[src/hdl/cob_pkg.sv]
package cob_pkg;

    localparam int IDX_W      = 12;
    localparam int WORD_W     = 32;
    localparam int CFG_W      = 13;
    localparam int CFG_IDX_W  = 3;
    localparam int ADDR_W     = 16;
    localparam int POS_W      = 17;
    localparam int Q_DEPTH    = 4;
    // front stages + queue + back stages + output register
    localparam int PIPE_CAP   = Q_DEPTH + 5;

    localparam logic KIND_IMAGE = 1'b0;
    localparam logic KIND_PIXEL = 1'b1;

    localparam logic [CFG_IDX_W-1:0] REG_CURSOR_X      = 3'd0;
    localparam logic [CFG_IDX_W-1:0] REG_CURSOR_Y      = 3'd1;
    localparam logic [CFG_IDX_W-1:0] REG_HOTSPOT_COL   = 3'd2;
    localparam logic [CFG_IDX_W-1:0] REG_HOTSPOT_ROW   = 3'd3;
    localparam logic [CFG_IDX_W-1:0] REG_CURSOR_WIDTH  = 3'd4;
    localparam logic [CFG_IDX_W-1:0] REG_CURSOR_HEIGHT = 3'd5;
    localparam logic [CFG_IDX_W-1:0] REG_CURSOR_ENABLE = 3'd6;

    typedef struct packed {
        logic              kind;
        logic              act;
        logic [ADDR_W-1:0] addr;
        logic [WORD_W-1:0] word;
        logic [7:0]        red;
        logic [7:0]        green;
        logic [7:0]        blue;
        logic [7:0]        pad;
        logic              rs;
        logic              fs;
    } t_qent;

    typedef struct packed {
        logic full;
        logic empty;
    } t_qstat;

    // exact x/255 for x below 65280
    function automatic logic [7:0] div255(input logic [15:0] x);
        logic [16:0] t;
        logic [16:0] s;
        t = 17'(x) + 17'd1;
        s = t + (t >> 8);
        return s[15:8];
    endfunction

endpackage

[src/hdl/cob_queue.sv]
module cob_queue (
    input  logic            i_clk,
    input  logic            i_rst_n,
    input  logic            i_push,
    input  cob_pkg::t_qent  i_ent,
    input  logic            i_pop,
    output cob_pkg::t_qent  o_ent,
    output cob_pkg::t_qstat o_stat
);
    import cob_pkg::*;

    localparam int PW = $clog2(Q_DEPTH);
    localparam int NW = $clog2(Q_DEPTH + 1);

    t_qent         r_ent [Q_DEPTH];
    logic [PW-1:0] r_wp, r_rp;
    logic [NW-1:0] r_cnt;
    logic          do_push, do_pop;

    assign o_stat.full  = (r_cnt == NW'(Q_DEPTH));
    assign o_stat.empty = (r_cnt == '0);
    assign do_push = i_push && !o_stat.full;
    assign do_pop  = i_pop && !o_stat.empty;
    assign o_ent   = r_ent[r_rp];

    always_ff @(posedge i_clk) begin
        if (!i_rst_n) begin
            r_wp  <= '0;
            r_rp  <= '0;
            r_cnt <= '0;
        end else begin
            if (do_push) begin
                r_wp <= (r_wp == PW'(Q_DEPTH - 1)) ? '0 : r_wp + PW'(1);
            end
            if (do_pop) begin
                r_rp <= (r_rp == PW'(Q_DEPTH - 1)) ? '0 : r_rp + PW'(1);
            end
            unique case ({do_push, do_pop})
                2'b10:   r_cnt <= r_cnt + NW'(1);
                2'b01:   r_cnt <= r_cnt - NW'(1);
                default: r_cnt <= r_cnt;
            endcase
        end
    end

    always_ff @(posedge i_clk) begin
        if (do_push) begin
            r_ent[r_wp] <= i_ent;
        end
    end

endmodule

[config.mk]
export PLATFORM = sky130hd
export DESIGN_NAME = cob_queue
export DESIGN_NICKNAME = d
export VERILOG_FILES = /design/src/hdl/cob_pkg.sv /design/src/hdl/cob_queue.sv
export SDC_FILE = /design/constraint.sdc
export NUM_CORES = 1
export LEC_CHECK = 0
export BUFFER_PORTS_ARGS = -buffer_cell sky130_fd_sc_hd__buf_2
export CORE_ASPECT_RATIO = 0.9
export CORE_UTILIZATION = 48
export CTS_BUF_LIST = sky130_fd_sc_hd__clkbuf_16
export DETAILED_ROUTE_END_ITERATION = 7
export PLACE_DENSITY = 0.77
export SLEW_MARGIN = 15
export SYNTH_ARGS = -nofsm -noshare
export SYNTH_HDL_FRONTEND = slang
export SYNTH_SLANG_ARGS = --single-unit
[constraint.sdc]
create_clock -name i_clk -period 3.7 [get_ports i_clk]
set_clock_uncertainty 0.05 [all_clocks]
set_input_delay 0.185 -clock i_clk [delete_from_list [all_inputs] [get_ports i_clk]]
set_output_delay 0.185 -clock i_clk [all_outputs]
set_load 0.05 [all_outputs]
# After elaboration in Yosys (flattened, before gate mapping)
# Memories as Yosys holds them, arrays and structs flattened. A register that Yosys moved wholly into a read port is not among the register bits.
# Cells that the tools add are included.
op_classes:
  n_addsub: 4
  n_eq_ne: 5
  muxes: 7
  n_reduce_logical: 6
op_table:
  columns: ["op", "n"]
  rows:
  - ["2-bit two-way mux", 4]
  - ["2-bit == test, second input constant", 3]
  - ["3-bit one-hot mux with 2 select lines", 1]
  - ["2-bit by 1-bit adder with 2-bit output, second input constant", 2]
  - ["3-bit by 1-bit adder with 3-bit output, second input constant", 1]
  - ["3-bit == test, second input constant", 1]
  - ["3-bit logical NOT", 1]
  - ["3-bit by 1-bit subtractor with 3-bit output, second input constant", 1]
  - ["2-bit by 1-bit == test with 1-bit output, second input constant", 1]
  - ["1-bit logical AND", 2]
  - ["1-bit logical NOT", 2]
  - ["1-bit two-way mux", 2]
  - ["2-bit nonzero test", 1]
totals:
  register_bits: 7
  mem_bits_rw: 336
  input_bits: 88
  output_inout_bits: 86
  elab_cells: 26
  n_memories: 1
mem_list:
  columns: ["memory", "words", "width", "read_ports", "rd_clocked_by_memory_dff", "wr", "line", "text"]
  rows:
  - ["r_ent", 4, 84, 1, 1, 1, "cob_queue.sv:15", "t_qent r_ent [Q_DEPTH];"]

# Longest topological paths before layout
# Gate-level depths: netlist (run 1).
logic_depth:
  depth_word: 5
  ltp_mapped: 10
  ltp_nobuf: 9

# Least setup slack after synthesis (run 1)
# No wires, ideal clock.
synth_timing:
  path_type: "register to register"
  from: "reg r_cnt[2]"
  to: "mem r_ent[0][0] (netlist bit) (enable)"
  setup_ps: 633
  arrival_time_ps: 2930
  t_required_ps: 3017
  slack_ps: 87
  path_stages_with_launch: 5
  path_buffers: 1
  synth_period_minus_slack_ps: 3613
  cell_sequence: "dfxtp_1 > nor3b_1 > nor2b_1 > clkbuf_1 > and2_1"
synth_rtl:
  columns: ["item", "line", "text"]
  rows:
  - ["from (decl)", "cob_queue.sv:17", "logic [NW-1:0] r_cnt;"]
  - ["from (signal assigned)", "cob_queue.sv:39", "2'b10: r_cnt <= r_cnt + NW'(1);"]
  - ["from (signal assigned)", "cob_queue.sv:40", "2'b01: r_cnt <= r_cnt - NW'(1);"]
  - ["from (signal assigned)", "cob_queue.sv:41", "default: r_cnt <= r_cnt;"]
  - ["to (decl)", "cob_queue.sv:15", null]

==> results.toml, run 1 <==
[outcome]
outcome = "complete, no violations"

[hold_path]
holdPathStages = 3
min_from = "i_pop"
hold_path.class = "in -> reg"

[sta]
rsz0062_at_grt = "no"
fin_crit_sh_pct = 75.57
max_slew_margin_pct = 39.19
fin_ws_ps = 903.8
fmax_ghz = 0.3576
fin_crit_ps = 2796
setup_violations = 0
timing_hold_violations_final = 0
drv_slew = 0
setup_tns_ps = 0
holdWs_ps = 92.36
worst_slew_pin_slew_ps = 912.1

[critical_path]
path_max_fanout = 27
crit_path_end_kind = "output pin"
required_ps = 3460
ff2ff_path_depth = 4
r2r-end = "r_ent[0][18]"
crit_type = "reg -> out"
crit_path_start_kind = "flip-flop"
worstPathArrival_ps = 2560
r2r_setup_slack_ps = 1100
regToRegStartpoint = "r_cnt[0]"

[floorplanning]
ios = 174
core_um2 = 25460
die_height_um = 155.7
initial_utilization_pct = 49.51
placementRows = 55
die_w_um = 172.8
dieArea_um2 = 26920

[cts]
h-tree-depth = 2
clock_latency_ps = 490
tritoncts = "done"
clockBufferDepth = 3
numCtsBuffers = 35
postCtsSetupBuffers = 0
ctsResizeCount = 0
cts_root_buf = "clkbuf_16"
clkSinkCount = 345
path_clk_slew_ps = 60

[synthesis]
synth_top_family_by_area = "multiplexers"
synth.distinct_cells = 24
synth_compound_area_share_pct = 0.2779
synth-edff-count = 336
avgSynthCellArea_um2 = 25.52
synth_most_common_cell = "edfxtp_1"
synthArstFlopShare_pct = 0
synth_mux_area_share_pct = 15.17
synth_cells = 494
yosys.area.top_type = "edfxtp_1"
synth-simple-area-share_pct = 0.8437
synth_area_leaders = "edfxtp_1 80%, mux4_2 15%, dfxtp_1 1.4%, buf_6 0.63%, ha_1 0.60%"
synthFlopType = "edfxtp_1"
synth.top_cell.area_share_pct = 80.04
netlist_area_um2 = 12610
synth_top_cells_by_count = "336 x edfxtp_1, 84 x mux4_2, 9 x dfxtp_1"
synth_xor_area_share_pct = 0.1390
synth_warnings = 0
synthAdderAreaFrac_pct = 0.7543
synthesis.nets = 589
synth-seq-cells = 345
yosysSeqAreaShare_pct = 81.47

[drt]
ant_nets = 0
first_pass_iters = 4
viasPerCell = 5.297
wl_per_cell_um = 20.67
vias = 6076
drc_errors = 0
wl_um = 23710
drtIter0Drc = 699

[pwr]
power.density_nw_per_um2 = 734.7
p_leak_nw = 5.388
ir_drop_v = 0.0004124
power_mw = 11.62

[place]
routabilityCongestion = 0.7888
io_buffers = 173
pre_cts_ws_ps = 1070
dpl.hpwl_um = 14190

[grt]
grt.total_usage_pct = 17.74
antenna_found_initial = 3
grt_max_degree = 85
overflow = 0
grt_pass1_wl_um = 36120
grt_pass1_vias = 6440

[finish]
area_growth_syn_to_layout_pct = 25.43
fin_nets = 873
drive_gt1_share_pct = 39.48

[flow_run]
drv_cap = 0
-- per-layer routing --
| layer | GRT usage [%] | up-vias | wire (µm) |
|---|---|---|---|
| met3 | 3.947 | 35 | 1661 |
| met5 | 0 | - | 0 |
| met2 | 29.32 | 207 | 11630 |
| li1 | - | 2682 | - |
| met1 | 24.10 | 3152 | 10050 |
| met4 | 4.846 | 0 | 368 |
-- cell families (layout without fill, tap and decap cells) --
kind of cell | after synthesis | after routing
AO/OA/AOI/OAI | 6 | 6
XOR/XNOR | 2 | 2
adder cells (fa/ha/maj) | 7 | 7
buffers and inverters | 27 | 336
flip-flops | 345 | 345
multiplexers | 86 | 86
other | 0 | 2
AND/OR/NAND/NOR | 21 | 21
-- cell usage in the layout, fill, tap and decap left out, types with 2 or more instances in the layout --
master         count
and2_1             2
and2_4             4
buf_12             3
buf_2            173
buf_4              5
clkbuf_16         36
clkinv_1          10
clkinv_2           4
dfxtp_1            7
dfxtp_4            2
diode_2            2
dlygate4sd3_1     85
edfxtp_1         336
ha_1               6
inv_1             14
inv_6              2
mux2i_1            2
mux4_2            84
nand2_1            7
nand3_1            2
nor2_1             2
o21ai_0            4
-- stage by stage --
stage / util [%] / cells / instance area (µm²)
final: 62.10 / 1147 / 15810
after global routing: 62.09 / 1146 / 15810
after CTS: 61.97 / 1144 / 15780
after detailed placement: 54.48 / 997 / 13870
after global placement: 54.48 / 997 / 13870
after floorplan: - / 494 / 12610
-- critical path: stages, from the launching register on --
cell and delay, ps:
dfxtp_4 730, buf_4 490, mux4_2 570, buf_2 240
-- power by group --
group	total, mW	switching, mW	internal [mW]
clock network	3.20	1.36	1.84
logic	3.49	2.38	1.11
registers	4.93	0.197	4.73
-- worst max path at each step --
stage,startpoint,endpoint,slack (ps),cells past startpoint
floorplan,r_cnt[2],r_ent[0][0],90,4
global placement,r_cnt[0],r_ent[1][18],1210,4
detailed placement,r_cnt[0],r_ent[0][23],1070,4
CTS,flip-flop,o_ent[55],830,3
global route,flip-flop,o_ent[58],740,3
finish,flip-flop,o_ent[60],900,3
-- what timing repair did --
| action | 4_1_cts | 5_1_grt |
|---|---|---|
| endpoints found under the hold margin | 342 | 0 |
| endpoints found under the setup margin | 0 | 0 |
| hold buffers | 85 | 0 |
-- state kept, by name, indices dropped and copies added, names as in the netlist, named ones only --
name / flops
r_cnt: 3
r_ent: 336
r_wp: 2
r_rp: 2
-- layout make-up --
cell class | count | area, µm²
multi-input cells | 122 | 2176
inverters | 7 | 26.28
clock buffers | 36 | 900.9
diodes | 2 | 5.005
well taps | 342 | 427.9
clock inverters | 26 | 156.4
fillers | 1738 | 9651
flip-flops and latches | 345 | 10280
repair buffers | 267 | 1842
Note: power is estimated with default switching activity, not from simulation.
==> inputs of run 2 (changes only) <==
--- a/config.mk
+++ b/config.mk
@@ -10,7 +10,7 @@
 export CORE_UTILIZATION = 48
 export CTS_BUF_LIST = sky130_fd_sc_hd__clkbuf_16
 export DETAILED_ROUTE_END_ITERATION = 7
-export PLACE_DENSITY = 0.77
+export PLACE_DENSITY = 0.79
 export SLEW_MARGIN = 15
 export SYNTH_ARGS = -nofsm -noshare
 export SYNTH_HDL_FRONTEND = slang
==> constraint.sdc (replaced) <==
create_clock -name i_clk -period 2.3 [get_ports i_clk]
set_clock_uncertainty 0.05 [all_clocks]
set_input_delay 0.115 -clock i_clk [delete_from_list [all_inputs] [get_ports i_clk]]
set_output_delay 0.115 -clock i_clk [all_outputs]
set_load 0.05 [all_outputs]
==> results.toml, run 2 (synthesis gave the netlist of run 1 again) <==
[cts]
clkSinkCount = 345
clockBufferDepth = 3
tritoncts = "done"
path_clk_slew_ps = 60
h-tree-depth = 2
postCtsSetupBuffers = 0
numCtsBuffers = 34
cts_root_buf = "clkbuf_16"
clock_latency_ps = 500

[finish]
nFillCells = 1742
largest_register_ffs = 336
mostFrequentLayoutCell = "edfxtp_1"
layout_common_cells = "336 x edfxtp_1, 173 x buf_2, 85 x dlygate4sd3_1"
reg.largest.list = "r_ent x336, r_cnt x3"
fin_util_pct = 62.92
drive_gt1_share_pct = 41.07
fin_nets = 877
top_register = "r_ent"
stdcell_area_um2 = 16020
area_growth_syn_to_layout_pct = 27.10
finalNonFillerCells = 1149

[sta]
setup_violations = 0
fin_crit_sh_pct = 94.59
fin_crit_ps = 2176
holdWs_ps = 33.91
timing_hold_violations_final = 0
worst_slew_pin_slew_ps = 498.7
rsz0062_at_grt = "no"
fmax_ghz = 0.4596
drv_slew = 0
max_slew_margin_pct = 66.75

[grt]
overflow = 0
grt_pass1_wl_um = 36490
grt_pass1_vias = 6498
grt_max_degree = 85
grt.total_usage_pct = 18.02
antenna_found_initial = 0

[place]
routabilityCongestion = 0.7857
dpl-instance-area_um2 = 14030
dp_cells = 1002
dpl.hpwl_um = 13860
io_buffers = 173

[floorplanning]
dieArea_um2 = 26920
die_height_um = 155.7
placementRows = 55
core_um2 = 25460
initial_utilization_pct = 49.51
ios = 174
die_w_um = 172.8

[pwr]
power_mw = 19.14
ir_drop_v = 0.0006373
p_leak_nw = 5.476
power.density_nw_per_um2 = 1195

[critical_path]
crit_path_end_kind = "output pin"
crit_path_start_kind = "flip-flop"
path_max_fanout = 34
required_ps = 2130
r2r_setup_slack_ps = 170
crit_type = "reg -> out"
worstPathArrival_ps = 2010

[drt]
vias = 6035
drc_errors = 0
drtIter0Drc = 567
wl_per_cell_um = 20.85
first_pass_iters = 5
wl_um = 23960
ant_nets = 0
viasPerCell = 5.252

[outcome]
outcome = "complete, no violations"

[flow_run]
drv_cap = 0

[hold_path]
hold_path.class = "in -> reg"
[run 2: report_power, final]
part           switching, mW  internal [mW]
sequential             0.197           7.61
combinational           4.00           1.92
clock                   2.19           3.23
total                   6.39           12.8
[run 2: repair_timing]
action                                  CTS  global route
hold buffers                             85             0
hold endpoints to repair                343             0
gates cloned                              0             1
resized for setup                         1             1
endpoints found under the setup margin    1            32
[run 2: layout make-up]
class,count,area (µm²),share of cell area (%)
clock inverter,23,177.7,1.109
inverter,7,26.28,0.1640
sequential,345,10280,64.18
multi-input combinational,122,2195,13.70
antenna,1,2.502,0.01562
tap,342,427.9,2.671
clock buffer,37,925.9,5.779
timing repair buffer,272,1984,12.39
[run 2: path summary, 6_finish.rpt]
path | depth (start not counted) | to | from
max | 3 | o_ent[17] | flip-flop
min | 3 | r_wp[1] | i_push
max reg2reg | 9 | r_cnt[2] | r_cnt[1]
min reg2reg | 2 | r_wp[1] | r_wp[1]
[run 2: routing by layer]
| metal | vias up | part of all wire [%] | track usage [%] |
|---|---|---|---|
| met5 | - | 0 | 0 |
| met4 | 0 | 2.0 | 5.563 |
| met3 | 47 | 6.8 | 4.264 |
| met2 | 206 | 50 | 30.55 |
| met1 | 3092 | 41 | 23.34 |
| li1 | 2690 | - | - |
[run 2: worst max-delay path, cell delays in order, from the launching register on]
cell and delay [ps]:
dfxtp_4 410, buf_12 270, mux4_2 550, buf_2 230
[run 2: stage by stage]
stage / setup TNS (ps) / worst slack [ps]
global route: 0 / 35.42
detailed placement: 0 / 83.55
global placement: 0 / 257.6
floorplan: -23620 / -84.76
CTS: 0 / 19.56
finish: 0 / 124.3
==> inputs of run 3 (changes only) <==
--- a/config.mk
+++ b/config.mk
@@ -9,6 +9,7 @@
 export CORE_ASPECT_RATIO = 0.9
 export CORE_UTILIZATION = 48
 export CTS_BUF_LIST = sky130_fd_sc_hd__clkbuf_16
+export CTS_CLUSTER_SIZE = 25
 export DETAILED_ROUTE_END_ITERATION = 7
 export PLACE_DENSITY = 0.79
 export SLEW_MARGIN = 15
==> constraint.sdc (replaced) <==
create_clock -name i_clk -period 2.3 [get_ports i_clk]
set_clock_uncertainty 0.05 [all_clocks]
set_input_delay 0 -clock i_clk [delete_from_list [all_inputs] [get_ports i_clk]]
set_output_delay 0 -clock i_clk [all_outputs]
set_load 0.05 [all_outputs]
==> results.toml, run 3 (synthesis gave the netlist of run 1 again) <==
[critical_path]
path_cells = "buf_4 -> mux4_2 -> buf_2"
worstPathArrival_ps = 2070
slowest_stage = "mux4_2"
crit_path_start_kind = "flip-flop"
max_stage_delay_ps = 570
crit_path_end_kind = "output pin"
crit_family = "multiplexers"
path_max_fanout = 14
critPathBufInv = 2
crit_type = "reg -> out"
required_ps = 2250

[grt]
grt.total_usage_pct = 18.89
grt_pass1_vias = 6683
overflow = 0
grt_pass1_wl_um = 38050
antenna_found_initial = 1
grt_max_degree = 85

[finish]
reg.largest.list = "r_ent x336, r_cnt x3"
top_register = "r_ent"
layout_common_cells = "336 x edfxtp_1, 173 x buf_2, 87 x dlygate4sd3_1"
fin_nets = 883
area_growth_syn_to_layout_pct = 26.55
largest_register_ffs = 336
seqCellArea_um2 = 10280
mostFrequentLayoutCell = "edfxtp_1"
drive_gt1_share_pct = 40.97
multi_input_area_um2 = 2192
nFillCells = 1746

[drt]
wl_per_cell_um = 21.37
vias = 6108
ant_nets = 0
drc_errors = 0
first_pass_iters = 4
viasPerCell = 5.307
drtIter0Drc = 515
wl_um = 24590

[cts]
clkSinkCount = 345
cts_root_buf = "clkbuf_16"
clock_latency_ps = 500
tritoncts = "done"
numCtsBuffers = 35
path_clk_slew_ps = 60
h-tree-depth = 2
ctsResizeCount = 0
clockBufferDepth = 3

[sta]
drv_slew = 0
setup_violations = 0
fin_crit_sh_pct = 92.24
worst_slew_pin_slew_ps = 508.4
holdWs_ps = 198.2
fin_ws_ps = 178.4
timing_hold_violations_final = 0
fmax_ghz = 0.4713
fin_crit_ps = 2122
rsz0062_at_grt = "no"
max_slew_margin_pct = 66.11

[hold_path]
hold_path.class = "in -> reg"

[floorplanning]
die_height_um = 155.7
die_w_um = 172.8
placementRows = 55
dieArea_um2 = 26920
ios = 174
core_um2 = 25460
initial_utilization_pct = 49.51

[place]
pre_cts_ws_ps = 294.7
io_buffers = 173
dpl.hpwl_um = 14490
routabilityCongestion = 0.7242

[pwr]
ir_drop_v = 0.0006280
power_mw = 18.76
p_leak_nw = 5.428
power.density_nw_per_um2 = 1176

[flow_run]
drv_cap = 0

[outcome]
outcome = "complete, no violations"
==> run 3: cell count changes in the layout (fill, tap and decap cells not counted), sizes merged <==
cell         previous run  this run
dlygate4sd3            85        87
clkbuf                 38        37
inv                    15        12
bufinv                  3         0
buf                   186       190
clkinvlp                0         2
clkinv                 12        13
==> run 3: layout make-up <==
type	count	share of cell area, %
flip-flops and latches	345	64.46
multi-input cells	122	13.74
repair buffers	277	12.55
clock buffers	37	5.804
well taps	342	2.682
clock inverters	20	0.5882
inverters	7	0.1647
diodes	1	0.01569
==> run 3: per-stage QoR <==
step | instance area [µm²] | instances | setup TNS (ps) | util, %
final | 15950 | 1151 | 0 | 62.65
after global routing | 15950 | 1151 | 0 | 62.65
after CTS | 15950 | 1150 | 0 | 62.64
after detailed placement | 14040 | 1004 | 0 | 55.16
after global placement | 14040 | 1004 | 0 | 55.16
after floorplan | 12630 | 494 | -23620 | -
==> run 3: worst register-to-register path: stages, from the launching register on <==
cell	delay [ps]
dfxtp_4	360
nor3b_4	200
nor2b_1	90
inv_1	70
ha_2	200
inv_2	50
fa_2	330
xor2_1	160
or3_1	310
a21boi_1	130
==> run 3: path summary, 6_finish.rpt <==
check	cells past startpoint	from	slack, ps	endpoint
hold / removal	2	i_ent[68]	200	r_ent[2][68]
setup reg to reg	9	r_cnt[0]	260	r_cnt[2]
hold reg to reg	2	r_cnt[2]	470	r_cnt[2]
setup / recovery	3	flip-flop	180	o_ent[4]
==> run 3: power breakdown <==
part	leakage, nW	switching, mW	internal, mW	total (mW)
registers	3.16	0.208	7.61	7.82
clock network	0.514	2.16	2.89	5.04
logic	1.75	3.99	1.91	5.90
total	5.43	6.35	12.4	18.8
==> run 3: per-layer routing <==
layer	part of all wire, %	global-route usage (%)	vias to the layer above
li1	-	-	2692
met1	39	24.08	3160
met2	52	32.33	217
met3	7.0	4.532	39
met4	2.1	6.026	0
met5	0	0	-
==> run 3: what timing repair did <==
action                                  in CTS  in global routing
endpoints found under the setup margin      27                  0
endpoints found under the hold margin      345                  0
hold buffers                                87                  0
setup buffers                                2                  0
