<file path="config.mk">
export PLATFORM = sky130hd
export DESIGN_NAME = cob_front
export DESIGN_NICKNAME = d
export VERILOG_FILES = /design/src/hdl/cob_pkg.sv /design/src/hdl/cob_front.sv
export SDC_FILE = /design/constraint.sdc
export NUM_CORES = 1
export LEC_CHECK = 0
export BUFFER_PORTS_ARGS = -buffer_cell sky130_fd_sc_hd__clkbuf_2
export CAP_MARGIN = 25
export CORE_ASPECT_RATIO = 1.1
export CORE_UTILIZATION = 58
export CTS_CLUSTER_SIZE = 16
export DETAILED_ROUTE_END_ITERATION = 6
export GPL_TIMING_DRIVEN = 0
export PLACE_DENSITY = 0.8
export SYNTH_ARGS = -nofsm -noshare
export SYNTH_HDL_FRONTEND = slang
export SYNTH_SLANG_ARGS = --single-unit
</file>
<file path="constraint.sdc">
create_clock -name i_clk -period 9.9 [get_ports i_clk]
set_clock_uncertainty 0.05 [all_clocks]
set_input_delay 1.485 -clock i_clk [delete_from_list [all_inputs] [get_ports i_clk]]
set_output_delay 1.485 -clock i_clk [all_outputs]
set_load 0.05 [all_outputs]
</file>
<file path="src/hdl/cob_pkg.sv">
package cob_pkg;

    localparam int IDX_W      = 12;
    localparam int WORD_W     = 32;
    localparam int CFG_W      = 13;
    localparam int CFG_IDX_W  = 3;
    localparam int ADDR_W     = 16;
    localparam int POS_W      = 17;
    localparam int Q_DEPTH    = 4;
    // front stages + queue + back stages + output register
    localparam int PIPE_CAP   = Q_DEPTH + 5;

    localparam logic KIND_IMAGE = 1'b0;
    localparam logic KIND_PIXEL = 1'b1;

    localparam logic [CFG_IDX_W-1:0] REG_CURSOR_X      = 3'd0;
    localparam logic [CFG_IDX_W-1:0] REG_CURSOR_Y      = 3'd1;
    localparam logic [CFG_IDX_W-1:0] REG_HOTSPOT_COL   = 3'd2;
    localparam logic [CFG_IDX_W-1:0] REG_HOTSPOT_ROW   = 3'd3;
    localparam logic [CFG_IDX_W-1:0] REG_CURSOR_WIDTH  = 3'd4;
    localparam logic [CFG_IDX_W-1:0] REG_CURSOR_HEIGHT = 3'd5;
    localparam logic [CFG_IDX_W-1:0] REG_CURSOR_ENABLE = 3'd6;

    typedef struct packed {
        logic              kind;
        logic              act;
        logic [ADDR_W-1:0] addr;
        logic [WORD_W-1:0] word;
        logic [7:0]        red;
        logic [7:0]        green;
        logic [7:0]        blue;
        logic [7:0]        pad;
        logic              rs;
        logic              fs;
    } t_qent;

    typedef struct packed {
        logic full;
        logic empty;
    } t_qstat;

    // exact x/255 for x below 65280
    function automatic logic [7:0] div255(input logic [15:0] x);
        logic [16:0] t;
        logic [16:0] s;
        t = 17'(x) + 17'd1;
        s = t + (t >> 8);
        return s[15:8];
    endfunction

endpackage

</file>
<file path="src/hdl/cob_front.sv">
module cob_front #(
    parameter int CURSOR_DIM      = 64,
    parameter int MAX_SURFACE_DIM = 4096
) (
    input  logic                          i_clk,
    input  logic                          i_rst_n,
    input  logic                          i_push,
    output logic                          o_full,
    input  logic                          i_kind,
    input  logic [cob_pkg::IDX_W-1:0]     i_image_index,
    input  logic [cob_pkg::WORD_W-1:0]    i_image_word,
    input  logic [7:0]                    i_src_red,
    input  logic [7:0]                    i_src_green,
    input  logic [7:0]                    i_src_blue,
    input  logic [7:0]                    i_src_pad,
    input  logic                          i_row_start,
    input  logic                          i_frame_start,
    input  logic                          i_cfg_we,
    input  logic [cob_pkg::CFG_IDX_W-1:0] i_cfg_index,
    input  logic [cob_pkg::CFG_W-1:0]     i_cfg_data,
    output logic                          o_q_push,
    output cob_pkg::t_qent                o_q_ent,
    input  cob_pkg::t_qstat               i_q_stat
);
    import cob_pkg::*;

    localparam int CW = $clog2(MAX_SURFACE_DIM);
    localparam logic [CW-1:0] CNT_MAX = CW'(MAX_SURFACE_DIM - 1);
    localparam logic [8:0] CDIM9 = 9'(CURSOR_DIM);
    localparam int DEPTH = CURSOR_DIM * CURSOR_DIM;

    logic signed [12:0] r_cx, r_cy;
    logic [5:0]  r_hc, r_hr;
    logic [6:0]  r_w, r_h;
    logic        r_en;

    logic [CW-1:0] r_col, r_row, n_col, n_row;

    logic              r_s1_valid;
    logic              r_s1_kind;
    logic [IDX_W-1:0]  r_s1_index;
    logic [WORD_W-1:0] r_s1_word;
    logic [7:0]        r_s1_red, r_s1_green, r_s1_blue, r_s1_pad;
    logic              r_s1_rs, r_s1_fs;
    logic [CW-1:0]     r_s1_col, r_s1_row;

    logic              r_s2_valid;
    logic              r_s2_kind;
    logic              r_s2_act;
    logic [IDX_W-1:0]  r_s2_index;
    logic [WORD_W-1:0] r_s2_word;
    logic [7:0]        r_s2_red, r_s2_green, r_s2_blue, r_s2_pad;
    logic              r_s2_rs, r_s2_fs;
    logic [6:0]        r_s2_dx, r_s2_dy;

    logic stall, adv, acc;
    logic [6:0] wc, hc;
    logic signed [POS_W-1:0] dx, dy, wcx, hcx;
    logic in_x, in_y, act;
    logic [14:0] pix_addr;

    assign stall  = r_s2_valid && i_q_stat.full;
    assign adv    = !stall;
    assign acc    = i_push && !stall;
    assign o_full = stall;

    always_ff @(posedge i_clk) begin
        if (!i_rst_n) begin
            r_cx <= '0;
            r_cy <= '0;
            r_hc <= '0;
            r_hr <= '0;
            r_w  <= '0;
            r_h  <= '0;
            r_en <= 1'b0;
        end else if (i_cfg_we) begin
            unique case (i_cfg_index)
                REG_CURSOR_X:      r_cx <= $signed(i_cfg_data);
                REG_CURSOR_Y:      r_cy <= $signed(i_cfg_data);
                REG_HOTSPOT_COL:   r_hc <= i_cfg_data[5:0];
                REG_HOTSPOT_ROW:   r_hr <= i_cfg_data[5:0];
                REG_CURSOR_WIDTH:  r_w  <= i_cfg_data[6:0];
                REG_CURSOR_HEIGHT: r_h  <= i_cfg_data[6:0];
                REG_CURSOR_ENABLE: r_en <= i_cfg_data[0];
                default: ;
            endcase
        end
    end

    // raster position, saturating at the surface edge
    always_comb begin
        n_col = r_col;
        n_row = r_row;
        if (i_kind == KIND_PIXEL) begin
            priority if (i_frame_start) begin
                n_col = '0;
                n_row = '0;
            end else if (i_row_start) begin
                n_col = '0;
                n_row = (r_row == CNT_MAX) ? r_row : r_row + CW'(1);
            end else begin
                n_col = (r_col == CNT_MAX) ? r_col : r_col + CW'(1);
            end
        end
    end

    always_ff @(posedge i_clk) begin
        if (!i_rst_n) begin
            r_col <= '0;
            r_row <= '0;
        end else if (acc) begin
            r_col <= n_col;
            r_row <= n_row;
        end
    end

    always_ff @(posedge i_clk) begin
        if (!i_rst_n) begin
            r_s1_valid <= 1'b0;
        end else if (adv) begin
            r_s1_valid <= acc;
        end
    end

    always_ff @(posedge i_clk) begin
        if (adv) begin
            r_s1_kind  <= i_kind;
            r_s1_index <= i_image_index;
            r_s1_word  <= i_image_word;
            r_s1_red   <= i_src_red;
            r_s1_green <= i_src_green;
            r_s1_blue  <= i_src_blue;
            r_s1_pad   <= i_src_pad;
            r_s1_rs    <= i_row_start;
            r_s1_fs    <= i_frame_start;
            r_s1_col   <= n_col;
            r_s1_row   <= n_row;
        end
    end

    assign wc = ({2'b00, r_w} > CDIM9) ? CDIM9[6:0] : r_w;
    assign hc = ({2'b00, r_h} > CDIM9) ? CDIM9[6:0] : r_h;

    assign wcx = $signed({{(POS_W-7){1'b0}}, wc});
    assign hcx = $signed({{(POS_W-7){1'b0}}, hc});

    assign dx = $signed({{(POS_W-CW){1'b0}}, r_s1_col}) - POS_W'(r_cx)
              + $signed({{(POS_W-6){1'b0}}, r_hc});
    assign dy = $signed({{(POS_W-CW){1'b0}}, r_s1_row}) - POS_W'(r_cy)
              + $signed({{(POS_W-6){1'b0}}, r_hr});

    assign in_x = !dx[POS_W-1] && (dx < wcx);
    assign in_y = !dy[POS_W-1] && (dy < hcx);

    always_comb begin
        if (r_s1_kind == KIND_PIXEL) begin
            act = r_en && (wc != '0) && (hc != '0) && in_x && in_y;
        end else begin
            act = 32'(r_s1_index) < 32'(DEPTH);
        end
    end

    always_ff @(posedge i_clk) begin
        if (!i_rst_n) begin
            r_s2_valid <= 1'b0;
        end else if (adv) begin
            r_s2_valid <= r_s1_valid;
        end
    end

    always_ff @(posedge i_clk) begin
        if (adv) begin
            r_s2_kind  <= r_s1_kind;
            r_s2_act   <= act;
            r_s2_index <= r_s1_index;
            r_s2_word  <= r_s1_word;
            r_s2_red   <= r_s1_red;
            r_s2_green <= r_s1_green;
            r_s2_blue  <= r_s1_blue;
            r_s2_pad   <= r_s1_pad;
            r_s2_rs    <= r_s1_rs;
            r_s2_fs    <= r_s1_fs;
            r_s2_dx    <= dx[6:0];
            r_s2_dy    <= dy[6:0];
        end
    end

    assign pix_addr = 15'(r_s2_dy * wc) + 15'(r_s2_dx);

    assign o_q_push = adv && r_s2_valid;

    always_comb begin
        o_q_ent.kind  = r_s2_kind;
        o_q_ent.act   = r_s2_act;
        o_q_ent.addr  = (r_s2_kind == KIND_PIXEL) ? ADDR_W'(pix_addr) : ADDR_W'(r_s2_index);
        o_q_ent.word  = r_s2_word;
        o_q_ent.red   = r_s2_red;
        o_q_ent.green = r_s2_green;
        o_q_ent.blue  = r_s2_blue;
        o_q_ent.pad   = r_s2_pad;
        o_q_ent.rs    = r_s2_rs;
        o_q_ent.fs    = r_s2_fs;
    end

endmodule

</file>
# --- After elaboration in Yosys (flattened, before gate mapping) ---
# Index checks and enable logic that the tools add are counted.
word_totals:
  register_bits: 276
  input_bits: 101
  output_inout_bits: 86
classes:
  n_addsub: 7
  n_mul: 1
  order_cmp: 4
  n_eq_ne: 8
  mux: 11
  n_reduce_logical: 22
ops:
  columns: ["op", "count"]
  rows:
  - ["$mux W12", 8]
  - ["$add A14 B7 Y15", 3]
  - ["$lt A15 B8 Y1", 2]
  - ["$sub A13 B13 Y14", 2]
  - ["$add A12 B1 Y12 const B", 2]
  - ["$eq A12 B12 Y1 const B", 2]
  - ["$mux W15", 1]
  - ["$gt A7 B7 Y1 const B", 2]
  - ["$mul A7 B7 Y14", 1]
  - ["$mux W7", 2]
  - ["$reduce_and A2 Y1", 7]
  - ["$reduce_bool A7 Y1", 2]
  - ["$eq A3 B3 Y1 const B", 3]
  - ["$logic_and A1 B1 Y1", 9]
  - ["$eq A3 B2 Y1 const B", 2]
  - ["$eq A3 B1 Y1 const B", 1]
  - ["$logic_not A1 Y1", 3]
  - ["$logic_not A3 Y1", 1]

# --- Depth between registers and ports, before layout ---
# Gate-level depths: netlist of the first run.
depth:
  depth_word: 7
  mapped_depth: 18
  mapped_depth_nobuf: 18

# --- Worst setup path before layout of the first run ---
# Ideal clock, no wire load.
synth_timing:
  kind: "input -> output"
  start: "input i_q_stat[1] in the netlist's numbering"
  end: "output o_full"
  arrival_time_ns: 7.310
  required_time_ns: 8.365
  setup_slack_ns: 1.055
  path_stages: 2
  path_buffers: 0
  cell_sequence: "nand2_1 > inv_1"
synth_between:
  elab_chain_cells: 1
synth_lines:
  columns: ["element", "line", "text"]
  rows:
  - ["start, declared", "cob_front.sv:23", "input cob_pkg::t_qstat i_q_stat"]
  - ["$logic_and A1 B1 Y1", "cob_front.sv:62", "assign stall = r_s2_valid && i_q_stat.full;"]
  - ["end, declared", "cob_front.sv:8", "output logic o_full,"]
# No other way between the ends.

==> impl_results.md, run 1 <==
- Number of H-tree levels: 1
- Final Total Pwr: 0.00304 W
- Multi-input gate area in the final layout: about 0.0057 mm2
- Largest fanout on the critical path: 10
- Total detailed-routing wirelength: 29500 um
- Area delta synth->final: 16.9%
- Static leakage power: 7.00 nW
- Insertion delay to the later sink of the worst-skew pair: ~560 ps
- Starting density of the core: 59.7%
- Switching share of power: approximately 29%
- Mean routed wirelength per cell: between 15 and 20 um
- Placement row count: 58
- Synth cell types: between 70 and 80
- RSZ-0062 raised after global routing: false
- I/O pin cnt: 187
- Final instance count without filler cells: 1728
- Total gr overflow: 0
- Yosys synthesis warning count: 0
- Number of instances in the placed design: about 1700
- Global placer's final weighted congestion: 0.900
- IO buf count: 182
- Clock edge transition at the registers on the reported setup and hold paths: 60 ps
- Largest net degree at the start of global routing: 65
- Sequential share of power: 45.1%
- Critical Path Sink Type: primary output
- Number of clock buffers inserted by TritonCTS: 29
- Post-cts hold buffer count: 0
- Outcome: finished clean
- Worst VDD drop: around 0.14 mV
- Setup crit start kind: flop
- Post-synthesis instance total: 1189
- Critical Path, Cell by Cell: clkbuf_1, nor2b_1, nand2_1, fa_1, fa_1, inv_1, fa_1, inv_1, fa_1, inv_1, ha_1, inv_1, a21oi_1, o211ai_1, a21oi_1, o31ai_1, mux2i_1, clkbuf_2
- Clock tree from TritonCTS: yes
- Total setup buffers inserted after CTS: 0
- Slowest cell on the critical path: sky130_fd_sc_hd__fa_1
- Vias after detailed routing: around 9600
- Category of the critical setup timing path: reg -> out
- Final period demand of the worst path: 7540 ps
- Number of antenna violations at the first check in global routing: 0
- Final-layout fill cell count: 1733
- Final critical-path share of the clock period: 76.2%
- Core region area: 0.0231 mm2
- Sw power: a little under 0.0009 W
- Clock network fraction of design power: 35.8%
- Die Y: 164 um
- Number of sinks handled by clock tree synthesis: 276
- Net count after synthesis: 1427
- Commonest non-fill, non-tap cells in the layout: sky130_fd_sc_hd__edfxtp_1, sky130_fd_sc_hd__clkbuf_2, sky130_fd_sc_hd__inv_1, sky130_fd_sc_hd__nand2_1, sky130_fd_sc_hd__ha_1
- Violation count after the first detailed-routing iteration: between 600 and 700
- DRC violation count after routing: 0
- Arr. time, crit path: 6000 ps
- Number of setup violations in the final report: 0
- Via density: between 5 and 6
- Min setup slack post-route: around 2400 ps
- Power per unit of standard cell area: 188 mW/mm2
- Most common cell after layout, fill and taps aside: sky130_fd_sc_hd__edfxtp_1
- Relative slew slack: 51.4%
- Number of synthesized flops with an enable pin: roughly 200
- Root Buffer: sky130_fd_sc_hd__clkbuf_16
- Die Area: 0.0244 mm2
- Post-CTS sizing: 0
- Number of antenna-violating nets in the routed design: 0
- Number of max-capacitance violations reported: 0
- Layout Nets: 1643
- Count of pins over their slew limit: 0
- Hold WC Path Type: reg -> reg
- Mapped Avg Cell Area: 11.6 um2
- Number of synthesized register bits: 276
- Actual slew at the worst max-slew pin: around 730 ps
- Final cell utilization of the core: 69.8%
- Sequential cell area fraction in the yosys report: between 50% and 60%
- Fraction of power consumed by combinational cells: 19.1%
- Global-route wire length before repair: 46800 um
- Proportion of synthesized flip-flops having asynchronous set or reset: 0%
- Maximum operating frequency: 133 MHz
- Gr usage total: 24.5%
- Largest stage delay on the critical path: 540 ps
- Combined flip-flop and latch cell area: 0.00750 mm2
- CTS max path bufs: 3
- Vias in the first global route: 9617
- Antenna Cells: 0
- Final Hold Viols: 0
- P_int: 0.00217 W
- Width of the die: 149 um
- Synth Flop Type: sky130_fd_sc_hd__edfxtp_1
- Required time of the critical path: approximately 8400 ps
- Netlist area before placement: 0.0138 mm2
- Post-Place Worst Slack: 2960 ps
- HPWL after detailed placement: between 20000 and 25000 um
- Drt first pass iters: 5
- Fraction of layout cells with a size suffix above 1: between 10% and 20%
synth_stat cells, types with 8 or more instances:
cell,instances,area [um2]
sky130_fd_sc_hd__a211oi_1,15,113
sky130_fd_sc_hd__a21o_1,11,82.6
sky130_fd_sc_hd__a21oi_1,72,360
sky130_fd_sc_hd__and2_1,38,238
sky130_fd_sc_hd__clkbuf_1,24,90.1
sky130_fd_sc_hd__dfxtp_1,79,1580
sky130_fd_sc_hd__edfxtp_1,197,5920
sky130_fd_sc_hd__fa_1,43,861
sky130_fd_sc_hd__ha_1,94,1180
sky130_fd_sc_hd__inv_1,130,488
sky130_fd_sc_hd__mux2_2,10,113
sky130_fd_sc_hd__mux2i_1,30,300
sky130_fd_sc_hd__nand2_1,125,469
sky130_fd_sc_hd__nand2b_1,11,68.8
sky130_fd_sc_hd__nand3_1,26,130
sky130_fd_sc_hd__nand4_1,9,56.3
sky130_fd_sc_hd__nor2_1,68,255
sky130_fd_sc_hd__nor2b_1,11,68.8
sky130_fd_sc_hd__nor3_1,14,70.1
sky130_fd_sc_hd__o211a_1,8,80.1
sky130_fd_sc_hd__o21a_1,9,67.6
sky130_fd_sc_hd__o21ai_0,25,125
sky130_fd_sc_hd__o21ai_1,11,55.1
sky130_fd_sc_hd__xnor2_1,16,140
sky130_fd_sc_hd__xor2_1,13,114
state kept, by name, summed over array words and instances, names as in the netlist, 7 cells and up:
signal and flops:
r_s2_index 12, r_s1_word 32, r_s2_blue 8, r_s1_pad 8, r_s2_green 8, r_s2_dx 7
r_s1_red 8, r_col 12, r_s2_dy 7, r_s2_word 32, r_cx 13, r_s1_row 12
r_cy 13, r_h 7, r_s1_blue 8, r_row 12, r_s1_green 8, r_w 7
r_s1_index 12, r_s1_col 12, r_s2_pad 8, r_s2_red 8
worst max-delay path: cells and delay by family (launching register included):
kind	cells	cell delay (ps)
compound gates	4	940
fa+ha+maj	5	2400
buf+inv	6	820
flops	1	360
mux	1	260
simple gates	2	670
power groups by stage:
stage	logic [W]	clock network, W	registers (W)
2_1_floorplan	0.000349	0	0.00146
3_3_place_gp	0.000558	0	0.00140
3_5_place_dp	0.000574	0	0.00140
4_1_cts	0.000581	0.00111	0.00137
5_1_grt	0.000639	0.00116	0.00138
6_report	0.000580	0.00109	0.00137
cell type report:
type,count,share of cell area (%)
flip-flops and latches,276,46.4
multi-input cells,748,35.1
repair buffers,185,6.10
clock buffers,39,4.91
inverters,131,3.04
well taps,300,2.32
clock inverters,15,1.08
plain buffers,34,0.976
path summary, 6_finish.rpt:
| check | from | endpoint | slack [ps] | cells past startpoint |
|---|---|---|---|---|
| worst max register to register | r_hr[1]$_SDFFE_PN0P_ | r_s2_act$_SDFFCE_PN1N_ | 5590 | 15 |
| worst min register to register | r_s1_word[30]$_DFFE_PN_ | r_s2_word[30]$_DFFE_PN_ | 360 | 0 |
| worst max-delay path | r_w[6]$_SDFFE_PN0P_ | o_q_ent[80] | 2360 | 18 |
| worst min-delay path | r_s1_word[30]$_DFFE_PN_ | r_s2_word[30]$_DFFE_PN_ | 360 | 0 |
cells by family (layout without fill, tap and decap cells):
family / count (synthesis) / count (layout) / share of synthesized area [%]
and+or+nand+nor: 337 / 337 / 11.8
adders and majority gates: 137 / 137 / 14.7
buffers and inverters: 165 / 404 / 4.70
DFF: 276 / 276 / 54.3
AOI/OAI and AO/OA: 204 / 204 / 9.65
muxes: 40 / 40 / 2.99
other: 1 / 1 / 0.0271
xor gates and xnor gates: 29 / 29 / 1.84
metrics by stage:
step	setup TNS (ps)	hold WS (ps)	area (um2)
after floorplan	0	350	13800
after global placement	-5410	350	15100
after detailed placement	0	355	15200
after CTS	0	367	16200
after global routing	0	369	16200
final	0	362	16200
per-layer routing:
metal	track usage (%)	vias up	routed length [um]
li1	-	4618	-
met1	28.2	4580	11300
met2	46.0	297	15800
met3	3.25	68	1490
met4	8.86	0	866
met5	0	-	0
No activity file was read; power rests on OpenSTA's default activity.
==> inputs of run 2 (changes only) <==
--- a/config.mk
+++ b/config.mk
@@ -5,14 +5,15 @@
 export SDC_FILE = /design/constraint.sdc
 export NUM_CORES = 1
 export LEC_CHECK = 0
+export ABC_AREA = 1
 export BUFFER_PORTS_ARGS = -buffer_cell sky130_fd_sc_hd__clkbuf_2
 export CAP_MARGIN = 25
 export CORE_ASPECT_RATIO = 1.1
-export CORE_UTILIZATION = 58
+export CORE_UTILIZATION = 59
 export CTS_CLUSTER_SIZE = 16
 export DETAILED_ROUTE_END_ITERATION = 6
 export GPL_TIMING_DRIVEN = 0
-export PLACE_DENSITY = 0.8
+export PLACE_DENSITY = 0.81
 export SYNTH_ARGS = -nofsm -noshare
 export SYNTH_HDL_FRONTEND = slang
 export SYNTH_SLANG_ARGS = --single-unit
==> constraint.sdc (replaced) <==
create_clock -name i_clk -period 7.2 [get_ports i_clk]
set_clock_uncertainty 0.05 [all_clocks]
set_input_delay 1.08 -clock i_clk [delete_from_list [all_inputs] [get_ports i_clk]]
set_output_delay 1.08 -clock i_clk [all_outputs]
set_load 0.05 [all_outputs]
==> impl_results.md, run 2 <==
- IO buf count: 184 (was 182)
- Most numerous cell in the Yosys netlist: sky130_fd_sc_hd__nand2_1 (was sky130_fd_sc_hd__edfxtp_1)
- Number of max-capacitance violations reported: 0 (unchanged)
- Number of sinks handled by clock tree synthesis: 276 (unchanged)
- Global-route wire length before repair: 51500 um (was 46800 um)
- Yosys top cell area share: 40.9% (was 42.8%)
- Yosys synthesis warning count: 0 (unchanged)
- Static leakage power: 8.03 nW (was 7.00 nW)
- Largest stage delay on the critical path: 550 ps (was 540 ps)
- Number of clock buffers inserted by TritonCTS: 26 (was 29)
- Vias after detailed routing: 10900 (was 9563)
- Setup Total Neg Slack: 0 ps (unchanged)
- Net count after synthesis: 1782 (was 1427)
- Number of buffer and inverter instances along the worst setup path: 5 (was 6)
- Clock tree from TritonCTS: yes (unchanged)
- Arr. time, crit path: 5500 ps (was 6000 ps)
- Worst VDD drop: 0.192 mV (was 0.144 mV)
- Total setup buffers inserted after CTS: 0 (unchanged)
- Post-cts hold buffer count: 0 (unchanged)
- Combined flip-flop and latch cell area: 0.00750 mm2 (unchanged)
- Largest net degree at the start of global routing: 127 (was 65)
- Cells taking the most area after synthesis: sky130_fd_sc_hd__edfxtp_1, sky130_fd_sc_hd__dfxtp_1, sky130_fd_sc_hd__ha_1, sky130_fd_sc_hd__nand2_1, sky130_fd_sc_hd__inv_1 (was sky130_fd_sc_hd__edfxtp_1, sky130_fd_sc_hd__dfxtp_1, sky130_fd_sc_hd__ha_1, sky130_fd_sc_hd__fa_1, sky130_fd_sc_hd__inv_1)
- Most common cell after layout, fill and taps aside: sky130_fd_sc_hd__nand2_1 (was sky130_fd_sc_hd__edfxtp_1)
- Critical Path Sink Type: primary output (unchanged)
- Starting density of the core: 60.6% (was 59.7%)
- Number of synthesized register bits: 276 (unchanged)
- Area delta synth->final: 15.0% (was 16.9%)
- Required time of the critical path: 6070 ps (was 8370 ps)
- Multi-input gate area in the final layout: 0.00576 mm2 (was 0.00568 mm2)
- Post-CTS sizing: 0 (unchanged)
- Relative slew slack: 59.3% (was 51.4%)
- Largest registers: r_s1_word: 32 flops, r_s2_word: 32 flops (unchanged)
- Final-layout fill cell count: 1802 (was 1733)
- Die Y: 166 um (was 164 um)
- Total detailed-routing wirelength: 32200 um (was 29500 um)
- Setup crit start kind: flop (unchanged)
- Placement row count: 59 (was 58)
- Synth Flop Type: sky130_fd_sc_hd__edfxtp_1 (unchanged)
- Netlist area before placement: 0.0145 mm2 (was 0.0138 mm2)
- Die Area: 0.0251 mm2 (was 0.0244 mm2)
- Number of instances in the placed design: 2034 (was 1674)
- Maximum operating frequency: 151 MHz
- Slowest cell on the critical path: sky130_fd_sc_hd__fa_1 (unchanged)
- Total gr overflow: 0 (unchanged)
- Layout Nets: 1995 (was 1643)
- Core region area: 0.0238 mm2 (was 0.0231 mm2)
- Power per unit of standard cell area: 268 mW/mm2 (was 188 mW/mm2)
- Width of the die: 151 um (was 149 um)
- I/O pin cnt: 187 (unchanged)
- Proportion of synthesized flip-flops having asynchronous set or reset: 0% (unchanged)
- Final Hold Viols: 0 (unchanged)
- Mapped Avg Cell Area: 9.36 um2 (was 11.6 um2)
- DRC violation count after routing: 0 (unchanged)
- Actual slew at the worst max-slew pin: 610 ps (was 726 ps)
- Largest fanout on the critical path: 6 (was 10)
- Post-synthesis instance total: 1544 (was 1189)
- Clock edge transition at the registers on the reported setup and hold paths: 70 ps (was 60 ps)
- Insertion delay to the later sink of the worst-skew pair: 540 ps (was 560 ps)
- Dominant cell type by area after synthesis: sky130_fd_sc_hd__edfxtp_1 (unchanged)
- Sequential cell area fraction in the yosys report: 51.9% (was 54.3%)
- Gr usage total: 26.2% (was 24.5%)
- Antenna Cells: 0 (unchanged)
- Final Total Pwr: 0.00445 W (was 0.00304 W)
- Top cells by instance count after synthesis: sky130_fd_sc_hd__nand2_1, sky130_fd_sc_hd__inv_1, sky130_fd_sc_hd__edfxtp_1, sky130_fd_sc_hd__nor2_1, sky130_fd_sc_hd__ha_1 (was sky130_fd_sc_hd__edfxtp_1, sky130_fd_sc_hd__inv_1, sky130_fd_sc_hd__nand2_1, sky130_fd_sc_hd__ha_1, sky130_fd_sc_hd__dfxtp_1)
- Violation count after the first detailed-routing iteration: 747 (was 624)
- Final critical-path share of the clock period: 92.1%
- Count of pins over their slew limit: 0 (unchanged)
- CTS max path bufs: 3 (unchanged)
- Critical Path, Cell by Cell: nor2_1, nand3_1, nand2_1, inv_1, nor2_1, inv_1, nor2_1, fa_1, fa_1, fa_1, inv_1, fa_1, inv_1, ha_1, a21o_1, a21oi_1, o21ai_0, a21oi_1, xor2_1, nor2_1, clkbuf_2 (was clkbuf_1, nor2b_1, nand2_1, fa_1, fa_1, inv_1, fa_1, inv_1, fa_1, inv_1, ha_1, inv_1, a21oi_1, o211ai_1, a21oi_1, o31ai_1, mux2i_1, clkbuf_2)
- Number of antenna-violating nets in the routed design: 0 (unchanged)
- Drt first pass iters: 5 (unchanged)
- Final instance count without filler cells: 2081 (was 1728)
- Global placer's final weighted congestion: 0.952 (was 0.900)
- Number of antenna violations at the first check in global routing: 0 (unchanged)
- Final period demand of the worst path: 6630 ps
- CP delay by family, top: adder cells (unchanged)
- Final worst hold slack: 363 ps (was 362 ps)
- Number of setup violations in the final report: 0 (unchanged)
- Commonest non-fill, non-tap cells in the layout: sky130_fd_sc_hd__nand2_1, sky130_fd_sc_hd__inv_1, sky130_fd_sc_hd__edfxtp_1, sky130_fd_sc_hd__clkbuf_2, sky130_fd_sc_hd__nor2_1 (was sky130_fd_sc_hd__edfxtp_1, sky130_fd_sc_hd__clkbuf_2, sky130_fd_sc_hd__inv_1, sky130_fd_sc_hd__nand2_1, sky130_fd_sc_hd__ha_1)
- Via density: 5.24 (was 5.53)
- Number of synthesized flops with an enable pin: 197 (unchanged)
- Category of the critical setup timing path: reg -> out (unchanged)
- Outcome: finished clean (unchanged)
- RSZ-0062 raised after global routing: false (unchanged)
- Hold WC Path Type: reg -> reg (unchanged)
- Final cell utilization of the core: 69.7% (was 69.8%)
- HPWL after detailed placement: 25100 um (was 22200 um)
- Fraction of layout cells with a size suffix above 1: 13.7% (was 18.1%)
- Number of H-tree levels: 1 (unchanged)
- Vias in the first global route: 10700 (was 9617)
- Root Buffer: sky130_fd_sc_hd__clkbuf_16 (unchanged)
- Synth cell types: 37 (was 71)
- Mean routed wirelength per cell: 15.5 um (was 17.1 um)
==> run 2: changes by cell type after synthesis, moves of 15 or more <==
| cell | change |
|---|---|
| sky130_fd_sc_hd__nand2_1 | +187 |
| sky130_fd_sc_hd__inv_1 | +146 |
| sky130_fd_sc_hd__nor2_1 | +87 |
| sky130_fd_sc_hd__o21ai_0 | +67 |
| sky130_fd_sc_hd__nand3_1 | +53 |
| sky130_fd_sc_hd__and2_1 | -37 |
| sky130_fd_sc_hd__mux2i_1 | -30 |
| sky130_fd_sc_hd__a211oi_1 | -15 |
==> run 2: final timing paths <==
kind	slack [ps]	cells after the start	endpoint	from
min	360	0	r_s2_word[21]$_DFFE_PN_	r_s1_word[21]$_DFFE_PN_
min reg2reg	360	0	r_s2_word[21]$_DFFE_PN_	r_s1_word[21]$_DFFE_PN_
max reg2reg	3390	20	r_s2_act$_SDFFCE_PN1N_	r_hc[3]$_SDFFE_PN0P_
max	570	21	o_q_ent[78]	r_w[2]$_SDFFE_PN0P_
==> run 2: final cells by class <==
class | instances | share of cell area (%)
sequential | 276 | 45.1
multi-input combinational | 954 | 34.7
inverter | 280 | 6.32
timing repair buffer | 185 | 5.71
clock buffer | 33 | 4.13
tap | 305 | 2.30
buffer | 34 | 0.949
clock inverter | 14 | 0.798
==> run 2: report_power, final <==
group          leakage [nW]  switching [W]  internal, W
clock                 0.400       0.000558     0.000748
sequential             2.74      0.0000697      0.00186
combinational          4.89       0.000836     0.000378
total                  8.03        0.00146      0.00298
==> run 2: per-layer routing <==
metal	vias up	part of all wire (%)	routed length, um	track usage (%)
met5	-	0	0	0
met4	0	4.7	1510	12.0
met3	87	5.2	1670	3.10
met2	328	52	16700	48.5
met1	5041	38	12300	29.6
li1	5451	-	-	-
==> run 2: cell families after synthesis <==
family / after synthesis / share of synthesized area (%)
and+or+nand+nor: 587 / 16.7
buffers and inverters: 314 / 8.36
DFF: 276 / 51.9
AOI/OAI and AO/OA: 204 / 7.44
adders and majority gates: 137 / 14.1
xor gates and xnor gates: 25 / 1.51
other: 1 / 0.0259
==> run 2: stage by stage <==
stage	worst slack (ps)	instance area, um2
floorplan	970	14500
global placement	1060	15800
detailed placement	1150	15800
CTS	571	16600
global route	171	16600
finish	568	16600
